==> src/rtl/core/srps_pkg.sv <==
// Shared types and constants for the servo recipe PWM sequencer.
// Holds the request and result structs, register indexes, opcodes and reset values.
// No dependencies.
package srps_pkg;

  localparam int RECIPE_DEPTH_DEF = 32;

  localparam int PER_W    = 20;
  localparam int OFS_W    = 16;
  localparam int STEP_W   = 15;
  localparam int UNIT_W   = 19;
  localparam int SETTLE_W = 19;
  localparam int WAIT_W   = 24;
  localparam int POS_W    = 5;
  localparam int BYTE_W   = 8;
  localparam int ARG_W    = 5;
  localparam int ROP_W    = 3;
  localparam int RIDX_W   = 6;
  localparam int WADDR_W  = 5;
  localparam int CFG_AW   = 5;
  localparam int CFG_DW   = 32;
  localparam int REGSEL_W = 3;

  // request opcodes
  localparam logic [1:0] ITEM_WRITE   = 2'd0;
  localparam logic [1:0] ITEM_TICK    = 2'd1;
  localparam logic [1:0] ITEM_RESTART = 2'd2;

  // recipe byte opcodes (top three bits)
  localparam logic [ROP_W-1:0] OP_HALT       = 3'd0;
  localparam logic [ROP_W-1:0] OP_MOV        = 3'd1;
  localparam logic [ROP_W-1:0] OP_WAIT       = 3'd2;
  localparam logic [ROP_W-1:0] OP_LOOP_START = 3'd4;
  localparam logic [ROP_W-1:0] OP_END_LOOP   = 3'd5;

  // register indexes
  localparam logic [REGSEL_W-1:0] REG_PERIOD = 3'd0;
  localparam logic [REGSEL_W-1:0] REG_OFFSET = 3'd1;
  localparam logic [REGSEL_W-1:0] REG_STEP   = 3'd2;
  localparam logic [REGSEL_W-1:0] REG_UNIT   = 3'd3;
  localparam logic [REGSEL_W-1:0] REG_SETTLE = 3'd4;

  localparam logic [PER_W-1:0]    PERIOD_RST = 20'd20000;
  localparam logic [OFS_W-1:0]    OFFSET_RST = 16'd388;
  localparam logic [STEP_W-1:0]   STEP_RST   = 15'd400;
  localparam logic [UNIT_W-1:0]   UNIT_RST   = 19'd100000;
  localparam logic [SETTLE_W-1:0] SETTLE_RST = 19'd200000;
  localparam logic [PER_W-1:0]    PW_MAX     = 20'hFFFFF;

  typedef struct packed {
    logic [1:0]         opcode;
    logic [WADDR_W-1:0] write_address;
    logic [BYTE_W-1:0]  write_byte;
  } in_item_t;

  typedef struct packed {
    logic              pwm_level;
    logic [POS_W-1:0]  position;
    logic [RIDX_W-1:0] recipe_index;
    logic [ARG_W-1:0]  loop_remaining;
    logic              halted;
    logic              waiting;
  } out_item_t;

endpackage

==> src/rtl/core/servo_recipe_pwm_sequencer.sv <==
// Servo recipe sequencer with PWM generation; top level and only module.
// Recipe bytes sit in an internal synchronous memory; uses srps_pkg.
//
//   channel  | dir | handshake            | payload
//   ---------+-----+----------------------+----------------------------------
//   in_      | in  | in_valid / in_ready  | srps_pkg::in_item_t  (write/tick/restart)
//   out_     | out | out_valid / out_ready| srps_pkg::out_item_t (state after request)
//   config   | in  | psel/penable/pwrite  | paddr, pwdata, prdata (5 regs at 4*i)
//
// One request per cycle while in_ready is high. State updates at the accepting edge;
// the result is built from the updated state and lands in the output register once
// that register is free. The recipe memory is read every cycle at the next cursor
// (registered read, write data forwarded), so the byte at the cursor is always ready
// for a tick. Reset clears the per-entry valid bits directly; no clearing pass.
// With the output stalled, one request more is taken, then in_ready drops.
module servo_recipe_pwm_sequencer #(
  parameter int RECIPE_DEPTH = srps_pkg::RECIPE_DEPTH_DEF
) (
  input  logic                          clk,
  input  logic                          rst_n,
  input  logic                          in_valid,
  output logic                          in_ready,
  input  srps_pkg::in_item_t            in_data,
  output logic                          out_valid,
  input  logic                          out_ready,
  output srps_pkg::out_item_t           out_data,
  input  logic                          psel,
  input  logic                          penable,
  input  logic                          pwrite,
  input  logic [srps_pkg::CFG_AW-1:0]   paddr,
  input  logic [srps_pkg::CFG_DW-1:0]   pwdata,
  output logic [srps_pkg::CFG_DW-1:0]   prdata,
  output logic                          pready
);

  localparam int IDX_W = $clog2(RECIPE_DEPTH);
  localparam int CUR_W = $clog2(RECIPE_DEPTH + 1);
  localparam int PW    = srps_pkg::PER_W;
  localparam int WW    = srps_pkg::WAIT_W;
  localparam int AW    = srps_pkg::ARG_W;
  localparam int BW    = srps_pkg::BYTE_W;

  // configuration registers
  logic [PW-1:0]                   period_r;
  logic [srps_pkg::OFS_W-1:0]      offset_r;
  logic [srps_pkg::STEP_W-1:0]     step_r;
  logic [srps_pkg::UNIT_W-1:0]     unit_r;
  logic [srps_pkg::SETTLE_W-1:0]   settle_r;
  logic                            cfg_we;
  logic [srps_pkg::REGSEL_W-1:0]   reg_sel;

  // sequencer and pwm state
  logic [CUR_W-1:0]  cursor_r, cursor_nxt;
  logic [AW-1:0]     loop_cnt_r, loop_cnt_nxt;
  logic [IDX_W-1:0]  loop_head_r, loop_head_nxt;
  logic [WW-1:0]     wait_r, wait_nxt;
  logic [AW-1:0]     pos_r, pos_nxt;
  logic [PW-1:0]     pw_r, pw_nxt;
  logic [PW-1:0]     cnt_r, cnt_nxt;

  // recipe memory and read side
  logic [BW-1:0]           mem [RECIPE_DEPTH];
  logic [RECIPE_DEPTH-1:0] vld_r;
  logic [BW-1:0]           mem_q_r;
  logic                    vld_q_r;
  logic                    fwd_r;
  logic [BW-1:0]           fwd_byte_r;
  logic                    in_range_r;
  logic [IDX_W-1:0]        raddr;
  logic [IDX_W-1:0]        waddr;
  logic [IDX_W+4:0]        waddr_ext;
  logic                    waddr_ok;
  logic                    mem_we;

  // handshake
  logic                    res_pend_r;
  logic                    out_valid_r;
  srps_pkg::out_item_t     out_r;
  logic                    load_out;

  logic                    acc, is_write, is_tick, is_restart;
  logic [BW-1:0]           cur_byte;
  logic [srps_pkg::ROP_W-1:0] cur_op;
  logic [AW-1:0]           cur_arg;
  logic                    halted;
  logic [AW-1:0]           travel;
  logic [AW:0]             arg_p1;
  logic [WW-1:0]           settle_prod;
  logic [WW-1:0]           unit_prod;
  logic [PW-1:0]           eff_per;
  logic [PW:0]             cnt_inc;
  logic [PW-1:0]           step_prod;
  logic [PW:0]             pw_sum;
  logic [CUR_W+5:0]        cur_ext;

  // ---------------- configuration port ----------------
  assign pready  = 1'b1;
  assign cfg_we  = psel && penable && pwrite;
  assign reg_sel = paddr[srps_pkg::CFG_AW-1:2];

  always_ff @(posedge clk) begin
    if (!rst_n) begin
      period_r <= srps_pkg::PERIOD_RST;
      offset_r <= srps_pkg::OFFSET_RST;
      step_r   <= srps_pkg::STEP_RST;
      unit_r   <= srps_pkg::UNIT_RST;
      settle_r <= srps_pkg::SETTLE_RST;
    end else if (cfg_we) begin
      case (reg_sel)
        srps_pkg::REG_PERIOD: period_r <= pwdata[PW-1:0];
        srps_pkg::REG_OFFSET: offset_r <= pwdata[srps_pkg::OFS_W-1:0];
        srps_pkg::REG_STEP:   step_r   <= pwdata[srps_pkg::STEP_W-1:0];
        srps_pkg::REG_UNIT:   unit_r   <= pwdata[srps_pkg::UNIT_W-1:0];
        srps_pkg::REG_SETTLE: settle_r <= pwdata[srps_pkg::SETTLE_W-1:0];
        default: ;
      endcase
    end
  end

  always_comb begin
    case (reg_sel)
      srps_pkg::REG_PERIOD: prdata = {12'd0, period_r};
      srps_pkg::REG_OFFSET: prdata = {16'd0, offset_r};
      srps_pkg::REG_STEP:   prdata = {17'd0, step_r};
      srps_pkg::REG_UNIT:   prdata = {13'd0, unit_r};
      srps_pkg::REG_SETTLE: prdata = {13'd0, settle_r};
      default:              prdata = '0;
    endcase
  end

  // ---------------- request decode ----------------
  assign load_out   = res_pend_r && (!out_valid_r || out_ready);
  assign in_ready   = !res_pend_r || !out_valid_r || out_ready;
  assign acc        = in_valid && in_ready;
  assign is_write   = acc && (in_data.opcode == srps_pkg::ITEM_WRITE);
  assign is_tick    = acc && (in_data.opcode == srps_pkg::ITEM_TICK);
  assign is_restart = acc && (in_data.opcode == srps_pkg::ITEM_RESTART);

  // byte at the cursor; past the end reads as the end marker
  always_comb begin
    if (!in_range_r) begin
      cur_byte = '0;
    end else if (fwd_r) begin
      cur_byte = fwd_byte_r;
    end else if (vld_q_r) begin
      cur_byte = mem_q_r;
    end else begin
      cur_byte = '0;
    end
  end

  assign cur_op  = cur_byte[BW-1:AW];
  assign cur_arg = cur_byte[AW-1:0];
  assign halted  = (cur_op == srps_pkg::OP_HALT);

  assign travel      = (cur_arg > pos_r) ? (cur_arg - pos_r) : (pos_r - cur_arg);
  assign arg_p1      = {1'b0, cur_arg} + (AW+1)'(1);
  assign settle_prod = {5'd0, settle_r} * {19'd0, travel};
  assign unit_prod   = {5'd0, unit_r} * {18'd0, arg_p1};

  assign eff_per   = (period_r == '0) ? PW'(1) : period_r;
  assign cnt_inc   = {1'b0, cnt_r} + (PW+1)'(1);
  // pulse latched from the position after this tick's instruction
  assign step_prod = {5'd0, step_r} * {15'd0, pos_nxt};
  assign pw_sum    = {5'd0, offset_r} + {1'b0, step_prod};

  always_comb begin
    cursor_nxt    = cursor_r;
    loop_cnt_nxt  = loop_cnt_r;
    loop_head_nxt = loop_head_r;
    wait_nxt      = wait_r;
    pos_nxt       = pos_r;
    pw_nxt        = pw_r;
    cnt_nxt       = cnt_r;
    if (is_restart) begin
      cursor_nxt    = '0;
      loop_cnt_nxt  = '0;
      loop_head_nxt = '0;
      wait_nxt      = '0;
    end
    if (is_tick) begin
      if (wait_r != '0) begin
        wait_nxt = wait_r - WW'(1);
      end else if (!halted) begin
        cursor_nxt = cursor_r + CUR_W'(1);
        case (cur_op)
          srps_pkg::OP_MOV: begin
            pos_nxt  = cur_arg;
            wait_nxt = settle_prod;
          end
          srps_pkg::OP_WAIT: begin
            wait_nxt = unit_prod;
          end
          srps_pkg::OP_LOOP_START: begin
            if (loop_cnt_r == '0) begin
              loop_cnt_nxt = cur_arg;
            end
            loop_head_nxt = cursor_r[IDX_W-1:0];
          end
          srps_pkg::OP_END_LOOP: begin
            if (loop_cnt_r != '0) begin
              loop_cnt_nxt = loop_cnt_r - AW'(1);
              cursor_nxt   = CUR_W'({1'b0, loop_head_r} + (IDX_W+1)'(1));
            end
          end
          default: ;
        endcase
      end
      if (cnt_inc >= {1'b0, eff_per}) begin
        cnt_nxt = '0;
        pw_nxt  = pw_sum[PW] ? srps_pkg::PW_MAX : pw_sum[PW-1:0];
      end else begin
        cnt_nxt = cnt_inc[PW-1:0];
      end
    end
  end

  always_ff @(posedge clk) begin
    if (!rst_n) begin
      cursor_r    <= '0;
      loop_cnt_r  <= '0;
      loop_head_r <= '0;
      wait_r      <= '0;
      pos_r       <= '0;
      pw_r        <= PW'(srps_pkg::OFFSET_RST);
      cnt_r       <= '0;
    end else begin
      cursor_r    <= cursor_nxt;
      loop_cnt_r  <= loop_cnt_nxt;
      loop_head_r <= loop_head_nxt;
      wait_r      <= wait_nxt;
      pos_r       <= pos_nxt;
      pw_r        <= pw_nxt;
      cnt_r       <= cnt_nxt;
    end
  end

  // ---------------- recipe memory ----------------
  assign waddr_ext = {{IDX_W{1'b0}}, in_data.write_address};
  assign waddr_ok  = (waddr_ext < (IDX_W+5)'(RECIPE_DEPTH));
  assign waddr     = waddr_ext[IDX_W-1:0];
  assign mem_we    = is_write && waddr_ok;
  assign raddr     = cursor_nxt[IDX_W-1:0];

  always_ff @(posedge clk) begin
    if (mem_we) begin
      mem[waddr] <= in_data.write_byte;
    end
    mem_q_r    <= mem[raddr];
    fwd_byte_r <= in_data.write_byte;
  end

  always_ff @(posedge clk) begin
    if (!rst_n) begin
      vld_r      <= '0;
      vld_q_r    <= 1'b0;
      fwd_r      <= 1'b0;
      in_range_r <= 1'b1;
    end else begin
      if (mem_we) begin
        vld_r[waddr] <= 1'b1;
      end
      vld_q_r    <= vld_r[raddr];
      // same-cycle write to the entry being read
      fwd_r      <= mem_we && (waddr == raddr);
      in_range_r <= (cursor_nxt < CUR_W'(RECIPE_DEPTH));
    end
  end

  // ---------------- result register ----------------
  assign cur_ext = {6'd0, cursor_r};

  always_ff @(posedge clk) begin
    if (!rst_n) begin
      res_pend_r  <= 1'b0;
      out_valid_r <= 1'b0;
    end else begin
      if (acc) begin
        res_pend_r <= 1'b1;
      end else if (load_out) begin
        res_pend_r <= 1'b0;
      end
      if (load_out) begin
        out_valid_r <= 1'b1;
      end else if (out_ready) begin
        out_valid_r <= 1'b0;
      end
    end
  end

  always_ff @(posedge clk) begin
    if (load_out) begin
      out_r.pwm_level      <= (cnt_r < pw_r) || (pw_r >= eff_per);
      out_r.position       <= pos_r;
      out_r.recipe_index   <= cur_ext[srps_pkg::RIDX_W-1:0];
      out_r.loop_remaining <= loop_cnt_r;
      out_r.halted         <= halted;
      out_r.waiting        <= (wait_r != '0);
    end
  end

  assign out_valid = out_valid_r;
  assign out_data  = out_r;

  // ---------------- checks ----------------
  a_cursor_bound : assert property (@(posedge clk) disable iff (!rst_n)
    cursor_r <= CUR_W'(RECIPE_DEPTH))
    else $error("cursor beyond recipe end");

  a_stall_blocks : assert property (@(posedge clk) disable iff (!rst_n)
    (res_pend_r && out_valid_r && !out_ready) |-> !in_ready)
    else $error("request taken while result path is full");

  a_wait_holds_cursor : assert property (@(posedge clk) disable iff (!rst_n)
    (is_tick && wait_r != '0) |=> ($stable(cursor_r) && $stable(loop_cnt_r)))
    else $error("sequencer advanced during a delay");

  a_restart_clears : assert property (@(posedge clk) disable iff (!rst_n)
    is_restart |=> (cursor_r == '0 && wait_r == '0 && loop_cnt_r == '0))
    else $error("restart left sequencer state behind");

endmodule

==> config.mk <==
export PLATFORM = sky130hd
export DESIGN_NAME = servo_recipe_pwm_sequencer
export DESIGN_NICKNAME = d
export VERILOG_FILES = /design/src/rtl/core/srps_pkg.sv /design/src/rtl/core/servo_recipe_pwm_sequencer.sv
export SDC_FILE = /design/constraint.sdc
export NUM_CORES = 1
export LEC_CHECK = 0
export BUFFER_PORTS_ARGS = -buffer_cell sky130_fd_sc_hd__clkbuf_2
export CAP_MARGIN = 20
export CORE_MARGIN = 1
export CORE_UTILIZATION = 38
export DETAILED_ROUTE_END_ITERATION = 8
export MAX_ROUTING_LAYER = met4
export PLACE_DENSITY = 0.53
export SYNTH_ARGS = -nofsm -noshare
export SYNTH_HDL_FRONTEND = slang
export SYNTH_SLANG_ARGS = --single-unit
==> constraint.sdc <==
create_clock -name clk -period 6.7 [get_ports clk]
set_input_delay 1.34 -clock clk [delete_from_list [all_inputs] [get_ports clk]]
set_output_delay 1.34 -clock clk [all_outputs]
set_load 0.02 [all_outputs]
Word-level counts from Yosys, hierarchy flattened
Memory sizes are Yosys's and may differ from the RTL's. A register that Yosys moved wholly into a read port is not among the register bits.
Cells that the tools add are included.
{"block": "totals", "reg_bits": 238, "wordCells": 135, "out_inout_bits": 54, "ramBits": 256, "inputBits": 59, "mem_count": 1}
{"block": "classes", "order_cmp": 9, "n_eq_ne": 11, "multipliers": 3, "bitwise": 1, "n_mux": 45, "n_reduce_logical": 31, "add_sub_neg": 9}
{"memory": "mem", "depth": 32, "word_bits": 8, "rd": 1, "rd_clocked_by_memory_dff": 1, "write_ports": 1, "line": "servo_recipe_pwm_sequencer.sv:62", "source": "logic [BW-1:0] mem [RECIPE_DEPTH];"}
{"cell": "case mux 20 bit (5 select lines)", "count": 1}
{"cell": "2-to-1 mux 24 bit", "count": 4}
{"cell": "2-to-1 mux 5 bit", "count": 16}
{"cell": "2-to-1 mux 20 bit", "count": 3}
{"cell": "case mux 24 bit (2 select lines)", "count": 1}
{"cell": "2-to-1 mux 6 bit", "count": 6}
{"cell": "OR 32 bit", "count": 1}
{"cell": "multiplier 19 x 5 -> 24 bit", "count": 1}
{"cell": "multiplier 19 x 6 -> 24 bit", "count": 1}
{"cell": "2-to-1 mux 8 bit", "count": 3}
{"cell": "nonzero test 24 bit", "count": 1}
{"cell": "subtractor 24 x 1 -> 24 bit, second input constant", "count": 1}
{"cell": "adder 16 x 20 -> 21 bit", "count": 1}
{"cell": "adder 20 x 1 -> 21 bit, second input constant", "count": 1}
{"cell": ">= comparator 21 x 20 -> 1 bit", "count": 1}
{"cell": ">= comparator 20 bit", "count": 1}
{"cell": "zero test 20 bit", "count": 1}
{"cell": "< comparator 20 bit", "count": 1}
{"cell": "multiplier 15 x 5 -> 20 bit", "count": 1}
{"cell": "< comparator 5 x 6 -> 1 bit, second input constant", "count": 3}
{"cell": "adder 5 x 1 -> 6 bit, second input constant", "count": 2}
{"cell": "AND reduction 2 bit", "count": 6}
{"cell": "logical AND 1 bit", "count": 10}
{"cell": "case mux 5 bit (2 select lines)", "count": 1}
{"cell": "22 further kinds", "count": 41}

Logic depth before layout (Yosys ltp)
{"block": "logic_depth", "depth_word": 11, "depth_mapped": 32, "ltp_nobuf": 29}

Worst setup path after synthesis
No wires, ideal clock.
{"block": "synth_timing", "path_type": "input to register", "start": "input port out_ready", "end": "register pw_r[10]", "setup_ns": 0.119, "arrival_time_ns": 7.229, "n_path_buf": 3, "stages": 22, "required_time_ns": 6.581, "setup_slack_ns": -0.648, "path_cell_list": "nand3b_1 > nand4b_1 > nor4_4 > clkbuf_1 > nand2_1 > a21oi_1 > clkbuf_1 > nand2b_1 > fa_1 > fa_1 > fa_1 > inv_1 > ha_1 > a211o_1 > a21oi_1 > o21ai_0 > a21oi_1 > nor3b_1 > o41ai_1 > a21oi_1 > clkbuf_1 > o221a_2"}
{"block": "synth_via", "elab_chain_len": 7, "word_cells_on_any_way": 8, "cone_classes": "1 x add/sub; 1 x mul; 2 x mux; 4 x reduce/logical"}
{"element": "start, declared", "line": "servo_recipe_pwm_sequencer.sv:25", "source": "input logic out_ready,"}
{"element": "logical OR 1 bit (*)", "line": "servo_recipe_pwm_sequencer.sv:133", "source": "assign in_ready = !res_pend_r || !out_valid_r || out_ready;"}
{"element": "logical AND 1 bit (*)", "line": "servo_recipe_pwm_sequencer.sv:134", "source": "assign acc = in_valid && in_ready;"}
{"element": "logical AND 1 bit (*)", "line": "servo_recipe_pwm_sequencer.sv:136", "source": "assign is_tick = acc && (in_data.opcode == srps_pkg::ITEM_TICK);"}
{"element": "2-to-1 mux 5 bit", "line": "servo_recipe_pwm_sequencer.sv:181", "source": "if (is_tick) begin"}
{"element": "multiplier 15 x 5 -> 20 bit", "line": "servo_recipe_pwm_sequencer.sv:164", "source": "assign step_prod = {5'd0, step_r} * {15'd0, pos_nxt};"}
{"element": "adder 16 x 20 -> 21 bit", "line": "servo_recipe_pwm_sequencer.sv:165", "source": "assign pw_sum = {5'd0, offset_r} + {1'b0, step_prod};"}
{"element": "2-to-1 mux 20 bit", "line": "servo_recipe_pwm_sequencer.sv:211", "source": "pw_nxt = pw_sum[PW] ? srps_pkg::PW_MAX : pw_sum[PW-1:0];"}
{"element": "end signal, assigned", "line": "servo_recipe_pwm_sequencer.sv:225", "source": "pw_r <= PW'(srps_pkg::OFFSET_RST);"}
{"element": "end signal, assigned", "line": "servo_recipe_pwm_sequencer.sv:233", "source": "pw_r <= pw_nxt;"}
{"element": "end, declared", "line": "servo_recipe_pwm_sequencer.sv:58", "source": "logic [PW-1:0] pw_r, pw_nxt;"}
Every way passes the cells marked *; elsewhere a longest branch is shown, timed or not.
A chain may end at the register's enable or synchronous reset.

Final worst setup path
{"block": "layout_timing", "start": "register vld_q_r", "end": "register wait_r[21]"}
{"block": "layout_via", "elab_chain_len": 10, "word_cells_on_any_way": 17, "cone_classes": "3 x add/sub; 2 x mul; 1 x order compare; 2 x eq/ne; 8 x mux; 1 x reduce/logical"}
{"element": "start, declared", "line": "servo_recipe_pwm_sequencer.sv:65", "source": "logic vld_q_r;"}
{"element": "start signal, assigned", "line": "servo_recipe_pwm_sequencer.sv:263", "source": "vld_q_r <= vld_r[raddr];"}
{"element": "2-to-1 mux 8 bit (*)", "line": "servo_recipe_pwm_sequencer.sv:145", "source": "end else if (vld_q_r) begin"}
{"element": "2-to-1 mux 8 bit (*)", "line": "servo_recipe_pwm_sequencer.sv:143", "source": "end else if (fwd_r) begin"}
{"element": "2-to-1 mux 8 bit (*)", "line": "servo_recipe_pwm_sequencer.sv:141", "source": "if (!in_range_r) begin"}
{"element": "subtractor 5 bit / > comparator 5 bit (equally long branches)", "line": "servo_recipe_pwm_sequencer.sv:156", "source": "assign travel = (cur_arg > pos_r) ? (cur_arg - pos_r) : (pos_r - cur_arg);"}
{"element": "2-to-1 mux 5 bit", "line": "servo_recipe_pwm_sequencer.sv:156"}
{"element": "multiplier 19 x 5 -> 24 bit", "line": "servo_recipe_pwm_sequencer.sv:158", "source": "assign settle_prod = {5'd0, settle_r} * {19'd0, travel};"}
{"element": "case mux 24 bit (2 select lines)", "line": "servo_recipe_pwm_sequencer.sv:186", "source": "case (cur_op)"}
{"element": "2-to-1 mux 24 bit (*)", "line": "servo_recipe_pwm_sequencer.sv:184", "source": "end else if (!halted) begin"}
{"element": "2-to-1 mux 24 bit (*)", "line": "servo_recipe_pwm_sequencer.sv:182", "source": "if (wait_r != '0) begin"}
{"element": "2-to-1 mux 24 bit (*)", "line": "servo_recipe_pwm_sequencer.sv:181"}
{"element": "end signal, assigned", "line": "servo_recipe_pwm_sequencer.sv:231", "source": "wait_r <= wait_nxt;"}
{"element": "end, declared", "line": "servo_recipe_pwm_sequencer.sv:56", "source": "logic [WW-1:0] wait_r, wait_nxt;"}
Marks and branches as above.

==> results.md <==
Status:
- The run finished with clean final reports.

Clock tree:
- The H-tree was split into 2 levels.
- The count of clock tree sinks is approximately 500.
- The hold-fix buffer count after cts is 0.
- The number of buffers added by the clock tree synthesis step is 55.
- Clock tree synthesis selected as its root buffer the cell clkbuf_16.
- The latest clock arrival within the worst-skew pair is about 0.67 ns.
- The CTS tree is built.
- The clock transition at the registers of the reported paths is about 0.06 ns.
- The buffer levels on the longest clock path is 3.

Power and ir drop:
- The leakage power is about 15 nW.
- Dividing total power by cell area gives a power density of 250 nW/µm².
- The worst-case IR drop observed on VDD is between 0.3 and 0.4 mV.
- The design draws around 9.1 mW.

Synth:
- In this run, synthesis inferred ~280 flip-flops with an integrated enable.
- Ranked by total cell area, the synthesized netlist is headed by edfxtp_1, dfxtp_1, fa_1.
- Summing the sequential cell areas from Yosys gives 40.0% of the chip area.
- The number of different library cells in the post-synthesis netlist is between 80 and 90.
- The predominant post-synthesis flop cell is edfxtp_1.
- The synthesized design contains 502 register bits.
- The Yosys warning count is 0.
- The post-synthesis instance area is roughly 32000 µm².
- The top-area cell type share of the netlist area is 25.8%.
- The cell type contributing the most total cell area after synthesis is edfxtp_1.
- Synthesis handed over a netlist of between 3000 and 4000 instances.
- The average instance in the mapped netlist occupies between 9 and 10 µm².
- The post-synthesis async set-or-reset flop share is 0%.

Final layout:
- The area of all sequential standard cells is ~13000 µm².
- Fill cells in the final layout number roughly 8100.
- The post-route netlist has 12.4% of its cells at a drive strength greater than 1.
- At the end of the flow, the number of nets in the layout was ~3800.
- The synthesis-to-layout area growth is 14.0%.
- The multi-input combinational cell area is about 18000 µm².
- The total inserted antenna cells is 0.

Floorplan:
- The core footprint is around 83000 µm².
- The standard-cell row count is about 110.
- The initial utilization of the core area, before any placement, comes to about two fifths.
- The floorplan die height is slightly below 300 µm.
- For this design the top-level I/O count stands at 113.
- The die outline area is ~85000 µm².
- The width of the die is 292 µm.

Critical path:
- The critical path starts at vld_q_r.
- The critical path startpoint category is a register.
- In this design, the stage delay of the slowest critical-path cell is roughly 0.51 ns.
- Along the worst path, the maximum fanout reaches 13.
- The worst register-to-register path has a setup slack of ~0.28 ns.
- The data arrival time of the critical path is about 6.9 ns.
- In this run the critical register-to-register path is captured at wait_r[21].
- The critical path's slowest cell is fa_1.
- The category of the critical setup timing path is register to register.
- The worst setup path is captured at a register.
- In this run the critical register-to-register path is launched from vld_q_r.
- Following the worst setup path forward leads to its endpoint at wait_r[21].
- The required time of the critical path is a little over 7 ns.
- The depth of the most critical reg-to-reg path is 31.

Timing:
- The worst hold margin is roughly 0.40 ns.
- The hold violation count in the final report came to 0.
- The worst slew slack as a fraction of its limit is 12.3%.
- Based on the critical path, the design can be clocked at up to ~160 MHz.
- The setup TNS after final layout is 0 ns.
- The final critical path takes up approximately 96% of the cycle.
- At the pin with the least slew margin, the transition time is 1.30 ns.
- Setup violations remaining at the end of the flow were counted as 0.
- The maximum clock skew at final layout is around 0.083 ns.
- For the finished layout, the period the worst path requires is between 6 and 7 ns.
- The count of pins over their slew limit is 0.
- Setup repair after global routing could not meet its margin everywhere.

Global route:
- The largest net degree at the start of global routing is between 80 and 90.
- The initial antenna violation count is 3.
- The number of global-route vias before repair is 23900.
- The total global routing overflow is 0.
- For this run, the total global-route usage over all layers was measured as ~22%.
- The first global-routing pass estimated 145000 µm of wire.

Drt:
- Before antenna repair, the detailed router went through 7 iterations.
- After detailed routing, the total wire length is between 90000 and 100000 µm.
- The detailed-route via count is roughly 25000.
- The detailed router finished its first iteration with around 1800 violations.
- In the routed design, unresolved DRC markers number 0.
- In this run the remaining antenna-violating nets after routing total 0.
- The per-cell routed wire length is roughly 21 µm.
- Dividing the detail-routed via count by the number of cells gives about 5.4.

Min path:
- The class of the most critical hold timing path is register to register.

Placed design:
- The final weighted congestion of routability-driven global placement is 0.902.
- Detailed placement finished with a half-perimeter wire length of 67000 µm.
- The number of buffers added on ports is 85.

Run:
- The max-capacitance violation count is 0.
routing by layer:
layer | wire length [µm] | up-vias | global-route usage (%)
met5 | 0 | - | -
met3 | 5640 | 108 | 3.78
met2 | 41700 | 624 | 33.8
met1 | 44000 | 12100 | 31.2
met4 | 2260 | 0 | 5.74
li1 | - | 11800 | -
cells in the final DEF (no fill, tap or decap), types with 29 or more instances in the layout:
master	instances
nor3_1	41
mux2i_1	61
nand2_1	533
and3_1	64
nand2b_1	30
a211oi_1	84
a21o_1	29
dfxtp_1	225
inv_1	255
o22ai_1	29
clkbuf_2	85
xor2_1	34
nor2_1	213
fa_1	175
o21ai_0	92
a31oi_1	32
a21oi_1	159
xnor2_1	47
nand3_1	84
buf_4	114
nor2b_1	45
ha_1	163
and2_1	104
clkbuf_16	62
edfxtp_1	275
power breakdown:
part           internal [mW]  leakage, nW  switching (mW)
logic                  0.754         9.27            1.51
registers               3.33         4.32          0.0901
clock network           2.06         1.04            1.37
total                   6.14         14.6            2.98
layout make-up:
type                            count  area share [%]
Inverter                          256            2.65
Sequential cell                   502            35.1
Clock buffer                       73            4.61
Timing Repair Buffer              203            3.69
Clock inverter                     31            1.17
Multi-Input combinational cell   2412            49.1
Tap cell                         1080            3.70
critical path: cells and delay by family (launching register included):
kind            cells  cell delay [ns]
simple gates        4             0.59
compound gates     13             2.13
mux                 1             0.19
fa+ha+maj           5             1.98
buf+inv             6             0.70
xor+xnor            2             0.29
flops               1             0.34
sequential cells by signal, summed over array words and instances, names as in the netlist, 8 cells and up:
name	cells
unit_r	19
out_data	19
mem_q_r	8
fwd_byte_r	8
offset_r	16
pw_r	20
period_r	20
cnt_r	20
mem	256
vld_r	32
wait_r	24
settle_r	19
step_r	15
cell usage after synthesis, types with 17 or more instances:
cell / n
edfxtp_1: 275
and2_1: 104
a31oi_1: 34
ha_1: 168
mux2i_1: 63
xnor2_1: 49
o21a_1: 17
xor2_1: 34
buf_2: 19
nor2_1: 219
a21oi_1: 168
clkbuf_1: 128
o21ai_0: 99
a22oi_1: 17
a21o_1: 29
nand2_1: 534
fa_1: 176
nand2b_1: 30
o22ai_1: 31
nand3_1: 84
or3_1: 17
dfxtp_1: 227
a211oi_1: 84
and3_1: 65
nor2b_1: 46
inv_1: 256
nor3_1: 47
cells by family after synthesis:
logic type,count (synthesis),synth area share [%]
multiplexers,80,2.57
other,2,0.0235
AO/OA/AOI/OAI,645,13.5
XOR/XNOR,83,2.27
adder cells (fa/ha/maj),344,17.6
flip-flops,502,40.0
AND/OR/NAND/NOR,1246,18.5
buffers and inverters,437,5.52
timing repair:
action / CTS / global route
setup endpoints to repair: 30 / 34
setup buffers: 1 / 7
resized for setup: 7 / 54
cloned: 0 / 1
pin swaps: 0 / 25
worst min-delay path by stage:
stage,from,endpoint,cells past startpoint
floorplan,cursor_r[5],out_data[12],0
global placement,vld_r[16],vld_r[16],2
detailed placement,vld_r[26],vld_r[26],2
CTS,cursor_r[5],out_data[12],0
global route,cursor_r[5],out_data[12],0
finish,cursor_r[5],out_data[12],0
stage by stage:
stage	area (µm²)	utilization, %	setup WS, ns	instances
after global routing	36500	43.7	-0.0800	4557
final	36500	43.7	0.278	4557
after CTS	36200	43.4	0.0116	4548
after detailed placement	34000	40.8	-0.209	4443
after global placement	34000	40.8	-0.146	4443
after floorplan	32200	-	0.00857	3350
No activity file was read; power rests on OpenSTA's default activity.
